File: src/hw/rtl/stk_pkg.sv
`timescale 1ns / 1ps
// ----------------------------------------------------------------------------
// Stack with bracket checker package
// Shared types, request codes, status codes and sizing constants.
// ----------------------------------------------------------------------------
package stk_pkg;

  localparam int STACK_DEPTH = 256;
  localparam int ADDR_W      = $clog2(STACK_DEPTH);
  localparam int CNT_W       = $clog2(STACK_DEPTH + 1);
  localparam int WORD_W      = 32;
  localparam int CHAR_W      = 8;

  typedef enum logic [2:0] {
    REQ_PUSH     = 3'd0,
    REQ_POP      = 3'd1,
    REQ_TOP      = 3'd2,
    REQ_IS_EMPTY = 3'd3,
    REQ_SIZE     = 3'd4,
    REQ_CLEAR    = 3'd5,
    REQ_BRACKET  = 3'd6
  } req_code_t;

  localparam logic [1:0] ST_OK    = 2'd0;
  localparam logic [1:0] ST_EMPTY = 2'd1;
  localparam logic [1:0] ST_FULL  = 2'd2;

  localparam logic [CHAR_W-1:0] CH_PAREN_OPEN  = 8'h28;
  localparam logic [CHAR_W-1:0] CH_PAREN_CLOSE = 8'h29;
  localparam logic [CHAR_W-1:0] CH_SQUARE_OPEN  = 8'h5B;
  localparam logic [CHAR_W-1:0] CH_SQUARE_CLOSE = 8'h5D;
  localparam logic [CHAR_W-1:0] CH_CURLY_OPEN  = 8'h7B;
  localparam logic [CHAR_W-1:0] CH_CURLY_CLOSE = 8'h7D;

  typedef struct packed {
    req_code_t                 req_type;
    logic signed [WORD_W-1:0]  push_value;
    logic [CHAR_W-1:0]         bracket_char;
    logic                      is_last_char;
  } req_t;

  typedef struct packed {
    logic [1:0]                status;
    logic signed [WORD_W-1:0]  result;
  } rsp_t;

  // Everything the execute stage decides for one transaction.
  typedef struct packed {
    logic                wr_en;
    logic [WORD_W-1:0]   wr_data;
    logic [CNT_W-1:0]    count_next;
    logic                failed_next;
    logic                has_rsp;
    rsp_t                rsp;
  } exec_t;

  typedef enum logic {
    S_IDLE,
    S_EXEC
  } state_t;

endpackage

File: src/hw/rtl/stk_exec.sv
`timescale 1ns / 1ps
// ----------------------------------------------------------------------------
// Stack execute logic
// Decides the memory write, the new count and failure flag, and the response
// for one transaction, given the word read from the top of the stack.
// ----------------------------------------------------------------------------
module stk_exec (
  input  stk_pkg::req_t                    req,
  input  logic [stk_pkg::CNT_W-1:0]        count,
  input  logic                             failed,
  input  logic [stk_pkg::WORD_W-1:0]       top_word,
  output stk_pkg::exec_t                   ex
);

  logic                        empty;
  logic                        full;
  logic                        is_opener;
  logic                        is_closer;
  logic [stk_pkg::CHAR_W-1:0]  want;
  logic [stk_pkg::CNT_W-1:0]   c_next;
  logic                        f_next;

  assign empty = (count == '0);
  assign full  = (count == stk_pkg::CNT_W'(stk_pkg::STACK_DEPTH));

  always_comb begin
    is_opener = 1'b0;
    is_closer = 1'b1;
    want      = stk_pkg::CH_PAREN_OPEN;
    case (req.bracket_char)
      stk_pkg::CH_PAREN_OPEN, stk_pkg::CH_SQUARE_OPEN, stk_pkg::CH_CURLY_OPEN: begin
        is_opener = 1'b1;
        is_closer = 1'b0;
      end
      stk_pkg::CH_PAREN_CLOSE:  want = stk_pkg::CH_PAREN_OPEN;
      stk_pkg::CH_SQUARE_CLOSE: want = stk_pkg::CH_SQUARE_OPEN;
      stk_pkg::CH_CURLY_CLOSE:  want = stk_pkg::CH_CURLY_OPEN;
      default:                  is_closer = 1'b0;
    endcase
  end

  always_comb begin
    c_next         = count;
    f_next         = failed;
    ex.wr_en       = 1'b0;
    ex.wr_data     = req.push_value;
    ex.count_next  = count;
    ex.failed_next = failed;
    ex.has_rsp     = 1'b1;
    ex.rsp.status  = stk_pkg::ST_OK;
    ex.rsp.result  = '0;
    unique case (req.req_type)
      stk_pkg::REQ_PUSH: begin
        if (full) begin
          ex.rsp.status = stk_pkg::ST_FULL;
        end else begin
          ex.wr_en      = 1'b1;
          ex.count_next = count + 1'b1;
          ex.rsp.result = req.push_value;
        end
      end
      stk_pkg::REQ_POP: begin
        if (empty) begin
          ex.rsp.status = stk_pkg::ST_EMPTY;
        end else begin
          ex.count_next = count - 1'b1;
          ex.rsp.result = top_word;
        end
      end
      stk_pkg::REQ_TOP: begin
        if (empty) begin
          ex.rsp.status = stk_pkg::ST_EMPTY;
        end else begin
          ex.rsp.result = top_word;
        end
      end
      stk_pkg::REQ_IS_EMPTY: ex.rsp.result = stk_pkg::WORD_W'(empty);
      stk_pkg::REQ_SIZE:     ex.rsp.result = stk_pkg::WORD_W'(count);
      stk_pkg::REQ_CLEAR:    ex.count_next = '0;
      stk_pkg::REQ_BRACKET: begin
        // Once a run has failed, later characters neither push nor pop.
        if (!failed) begin
          if (is_opener) begin
            if (full) begin
              f_next = 1'b1;
            end else begin
              ex.wr_en   = 1'b1;
              ex.wr_data = stk_pkg::WORD_W'(req.bracket_char);
              c_next     = count + 1'b1;
            end
          end else if (is_closer) begin
            if (empty) begin
              f_next = 1'b1;
            end else begin
              c_next = count - 1'b1;
              if (top_word != stk_pkg::WORD_W'(want)) begin
                f_next = 1'b1;
              end
            end
          end
        end
        if (req.is_last_char) begin
          ex.rsp.result  = (!f_next && c_next == '0) ? '0 : stk_pkg::WORD_W'(1);
          ex.count_next  = '0;
          ex.failed_next = 1'b0;
        end else begin
          ex.has_rsp     = 1'b0;
          ex.count_next  = c_next;
          ex.failed_next = f_next;
        end
      end
      default: ex.has_rsp = 1'b0;
    endcase
  end

endmodule

File: config.mk
export PLATFORM = sky130hd
export DESIGN_NAME = stk_exec
export DESIGN_NICKNAME = d
export VERILOG_FILES = /design/src/hw/rtl/stk_pkg.sv /design/src/hw/rtl/stk_exec.sv
export SDC_FILE = /design/constraint.sdc
export NUM_CORES = 1
export LEC_CHECK = 0
export BUFFER_PORTS_ARGS = -buffer_cell sky130_fd_sc_hd__buf_2
export CAP_MARGIN = 20
export CORE_UTILIZATION = 35
export DETAILED_ROUTE_END_ITERATION = 7
export PLACE_DENSITY = 0.8
export RECOVER_POWER = 50
export SYNTH_ARGS = -nofsm -noshare
export SYNTH_HDL_FRONTEND = slang
export SYNTH_SLANG_ARGS = --single-unit
File: constraint.sdc
create_clock -name vclk -period 2.58
set_input_delay 0.258 -clock vclk [all_inputs]
set_output_delay 0.258 -clock vclk [all_outputs]
set_load 0.005 [all_outputs]
==> impl_results.html <==
<table>
<tr><th>Metric</th><th>Value</th></tr>
<tr><th colspan="2">Power and ir drop</th></tr>
<tr><td>Largest voltage drop on the vdd net</td><td>0.0000846 V</td></tr>
<tr><td>Leakage dissipation</td><td>1.60 nW</td></tr>
<tr><td>PD cells</td><td>161 mW/mm^2</td></tr>
<tr><th colspan="2">Final layout</th></tr>
<tr><td>FF+latch area</td><td>0 um^2</td></tr>
<tr><td>Syn-to-layout area delta</td><td>64.0%</td></tr>
<tr><td>Area of combinational cells with multiple inputs</td><td>0.00188 mm^2</td></tr>
<tr><td>Filler cell count in the final layout</td><td>530</td></tr>
<tr><td>Fraction of final layout cells sized beyond drive strength 1</td><td>46.8%</td></tr>
<tr><td>NumNets Final</td><td>593</td></tr>
<tr><td>Clock buf count</td><td>0</td></tr>
<tr><td>Num sequential</td><td>0</td></tr>
<tr><td>Fin util</td><td>61.2%</td></tr>
<tr><td>Number of cells in the finished layout apart from fillers</td><td>573</td></tr>
<tr><th colspan="2">Setup path</th></tr>
<tr><td>Required time at the worst-slack endpoint</td><td>2.32 ns</td></tr>
<tr><td>Critical Setup Path Class</td><td>in -&gt; out</td></tr>
<tr><td>Max FO, Critical Path</td><td>4</td></tr>
<tr><td>Launching element type of the critical path</td><td>input pin</td></tr>
<tr><td>Critical path origin</td><td>count[1]</td></tr>
<tr><td>Crit path DAT</td><td>2.29 ns</td></tr>
<tr><td>CP endpoint kind</td><td>primary output</td></tr>
<tr><th colspan="2">Global routing</th></tr>
<tr><td>Maximum number of pins on one net before global-route repair</td><td>34</td></tr>
<tr><td>Number of antenna violations at the first check in global routing</td><td>1</td></tr>
<tr><td>Aggregate global-route resource usage</td><td>36.8%</td></tr>
<tr><td>Number of global-route vias before repair</td><td>3153</td></tr>
<tr><td>Wire length of the first global-routing pass</td><td>17100 um</td></tr>
<tr><td>Total grt overflow</td><td>0</td></tr>
<tr><th colspan="2">Timing</th></tr>
<tr><td>Worst Slack Setup Final</td><td>0.0280 ns</td></tr>
<tr><td>Final hold violation count</td><td>0</td></tr>
<tr><td>Setup TNS Final</td><td>0 ns</td></tr>
<tr><td>Max-slew violation count</td><td>0</td></tr>
<tr><td>Worst rel slew slack</td><td>44.4%</td></tr>
<tr><td>Maximum clock rate</td><td>392 MHz</td></tr>
<tr><td>Final worst path period need</td><td>2.55 ns</td></tr>
<tr><td>Part of the cycle the worst path needs</td><td>98.9%</td></tr>
<tr><td>Worst slew pin tran</td><td>0.834 ns</td></tr>
<tr><td>RSZ-0062 raised after global routing</td><td>true</td></tr>
<tr><td>Endpoints failing setup</td><td>0</td></tr>
<tr><th colspan="2">Floorplanning</th></tr>
<tr><td>Starting utilization of the core area</td><td>37.3%</td></tr>
<tr><td>Horiz. Die Dim</td><td>77.0 um</td></tr>
<tr><td>Site Rows</td><td>26</td></tr>
<tr><td>Placeable core region</td><td>0.00527 mm^2</td></tr>
<tr><td>Area enclosed by the die boundary</td><td>0.00592 mm^2</td></tr>
<tr><td>Top Ports</td><td>164</td></tr>
<tr><td>Die extent in y</td><td>77.0 um</td></tr>
<tr><th colspan="2">Route</th></tr>
<tr><td>Routed wire per std cell</td><td>19.8 um</td></tr>
<tr><td>Number of vias per cell</td><td>5.95</td></tr>
<tr><td>Post-route ant nets</td><td>0</td></tr>
<tr><td>Post-route DRC</td><td>0</td></tr>
<tr><td>DRT Wirelength</td><td>11400 um</td></tr>
<tr><td>Total via count after detailed routing</td><td>3411</td></tr>
<tr><td>First DRT Iteration DRCs</td><td>336</td></tr>
<tr><td>Detailed-router iteration count before antenna repair</td><td>5</td></tr>
<tr><th colspan="2">Hold path</th></tr>
<tr><td>Endpoint of the worst hold path</td><td>ex[48]</td></tr>
<tr><td>Worst min path class</td><td>in -&gt; out</td></tr>
<tr><td>Critical hold path startpoint</td><td>req[12]</td></tr>
<tr><td>Hold Path Stages</td><td>3</td></tr>
<tr><th colspan="2">Yosys</th></tr>
<tr><td>Most repeated cell in the gate-level netlist after synthesis</td><td>sky130_fd_sc_hd__nand2_1</td></tr>
<tr><td>Cell types occupying the most area after synthesis</td><td>sky130_fd_sc_hd__a22o_1 10%, sky130_fd_sc_hd__and2_1 8.6%, sky130_fd_sc_hd__nand2_1 8.2%</td></tr>
<tr><td>Per-instance average area after synthesis</td><td>6.15 um^2</td></tr>
<tr><td>Unique cell type count in the Yosys netlist</td><td>62</td></tr>
<tr><td>Summed instance area of the synthesized netlist</td><td>0.00197 mm^2</td></tr>
<tr><td>Xor/xnor share of the synthesized area</td><td>5.79%</td></tr>
<tr><td>Share of the yosys chip area belonging to registers</td><td>0%</td></tr>
<tr><td>Adder and majority cell fraction of the synthesized area</td><td>1.91%</td></tr>
<tr><td>Simple-Gate Fraction of Synth Area</td><td>43.5%</td></tr>
<tr><td>Mapped Nets</td><td>409</td></tr>
<tr><td>Instance count of the mapped netlist</td><td>320</td></tr>
<tr><td>Yosys warnings</td><td>0</td></tr>
<tr><td>Proportion of netlist area held by the largest area contributor</td><td>10.2%</td></tr>
<tr><td>Cell type contributing the most total cell area after synthesis</td><td>sky130_fd_sc_hd__a22o_1</td></tr>
<tr><td>Combinational family with the most area after synthesis</td><td>simple AND/OR/NAND/NOR gates</td></tr>
<tr><td>Post-synthesis compound-gate area fraction</td><td>40.0%</td></tr>
<tr><td>Share of cell area taken by muxes after synthesis</td><td>1.02%</td></tr>
<tr><td>Commonest cells in the netlist</td><td>43 x sky130_fd_sc_hd__nand2_1, 27 x sky130_fd_sc_hd__and2_1, 24 x sky130_fd_sc_hd__clkbuf_1, 23 x sky130_fd_sc_hd__a22o_1, 23 x sky130_fd_sc_hd__nor2_1</td></tr>
<tr><th colspan="2">Placed design</th></tr>
<tr><td>Placer's final routability congestion estimate</td><td>1.00</td></tr>
<tr><td>Cell Count Post-Placement</td><td>572</td></tr>
<tr><td>Post-place setup slack</td><td>-0.170 ns</td></tr>
<tr><td>Input/output buffers</td><td>164</td></tr>
<tr><td>Sum of net half-perimeters after detailed placement</td><td>9350 um</td></tr>
<tr><th colspan="2">Clock network</th></tr>
<tr><td>Number of buffers inserted by post-CTS setup repair</td><td>0</td></tr>
<tr><th colspan="2">Status</th></tr>
<tr><td>Run status</td><td>completed</td></tr>
<tr><th colspan="2">Job</th></tr>
<tr><td># Max-Cap Violations</td><td>0</td></tr>
</table>
## worst max-delay path: stages
cell	delay (ns)
sky130_fd_sc_hd__clkbuf_4	0.15
sky130_fd_sc_hd__inv_2	0.05
sky130_fd_sc_hd__ha_2	0.19
sky130_fd_sc_hd__or3b_4	0.24
sky130_fd_sc_hd__nor2_1	0.06
sky130_fd_sc_hd__or3_4	0.38
sky130_fd_sc_hd__a211o_1	0.31
sky130_fd_sc_hd__a22oi_2	0.20
sky130_fd_sc_hd__and4bb_1	0.24
sky130_fd_sc_hd__a31oi_1	0.08
sky130_fd_sc_hd__buf_2	0.14
## cell families (layout without fill, tap and decap cells)
family / count (synthesis) / after routing
and+or+nand+nor: 156 / 156
AOI/OAI and AO/OA: 107 / 107
buffers and inverters: 39 / 221
xor gates and xnor gates: 13 / 13
adders and majority gates: 3 / 3
muxes: 2 / 2
other: 0 / 1
## metal layers
| metal | GRT usage, % | vias up | part of all wire (%) |
|---|---|---|---|
| li1 | - | 1577 | - |
| met1 | 48.6 | 1582 | 42 |
| met2 | 59.5 | 227 | 45 |
| met3 | 9.29 | 25 | 10 |
| met4 | 8.08 | 0 | 2.0 |
| met5 | 0 | - | 0 |
## layout make-up
class,count,area share [%]
Multi-Input combinational cell,281,58.4
Timing Repair Buffer,211,37.6
Tap cell,70,2.72
Inverter,10,1.16
Antenna cell,1,0.0776
## metrics by stage
step           hold slack, ns  instance area, um^2  power (mW)
5_1_grt                 0.815                 3230       0.555
3_3_place_gp            0.792                 3150       0.493
6_report                0.796                 3230       0.518
4_1_cts                 0.799                 3160       0.500
2_1_floorplan           0.601                 1970       0.228
3_5_place_dp            0.797                 3150       0.495
## cell usage in the layout, fill, tap and decap left out, drive strengths merged, types with 2 or more instances in the layout
cell type / instances
nand3: 7
o21ai: 17
o31ai: 2
nor3: 6
nor3b: 3
and3: 4
nor4: 12
nand4: 6
nand2b: 6
or3b: 2
a2bb2oi: 3
nand2: 43
inv: 10
a22oi: 17
ha: 3
a22o: 23
a211o: 2
xnor2: 8
buf: 209
o211ai: 3
a31oi: 2
xor2: 5
clkbuf: 2
a21oi: 16
or3: 3
o2111ai: 2
nor2: 24
o22ai: 4
a21boi: 2
nor2b: 2
mux2i: 2
and4: 2
nor4b: 2
and2: 27
or4: 3
## how the worst max path moves through the flow
stage               slack, ns  cells after the start      to
detailed placement      -0.17                      8  ex[21]
floorplan                0.11                     10   ex[0]
global route            -0.05                     11   ex[0]
global placement        -0.06                      8  ex[29]
CTS                    0.0004                     10  ex[43]
finish                   0.03                     11   ex[0]
## what timing repair did
action	CTS	global route
endpoints found under the hold margin	0	0
resized for setup	4	16
pin swaps	0	3
setup endpoints to repair	32	18
hold buffers	0	0
## power by group
group          leakage [nW]  switching [mW]    total [mW]  internal (mW)
logic                  1.60           0.277         0.518          0.242
clock network    0.00000634               0  0.0000000520   0.0000000520
registers                 0               0             0              0
total                  1.60           0.277         0.518          0.242
Power figures use the tool's default switching activity.
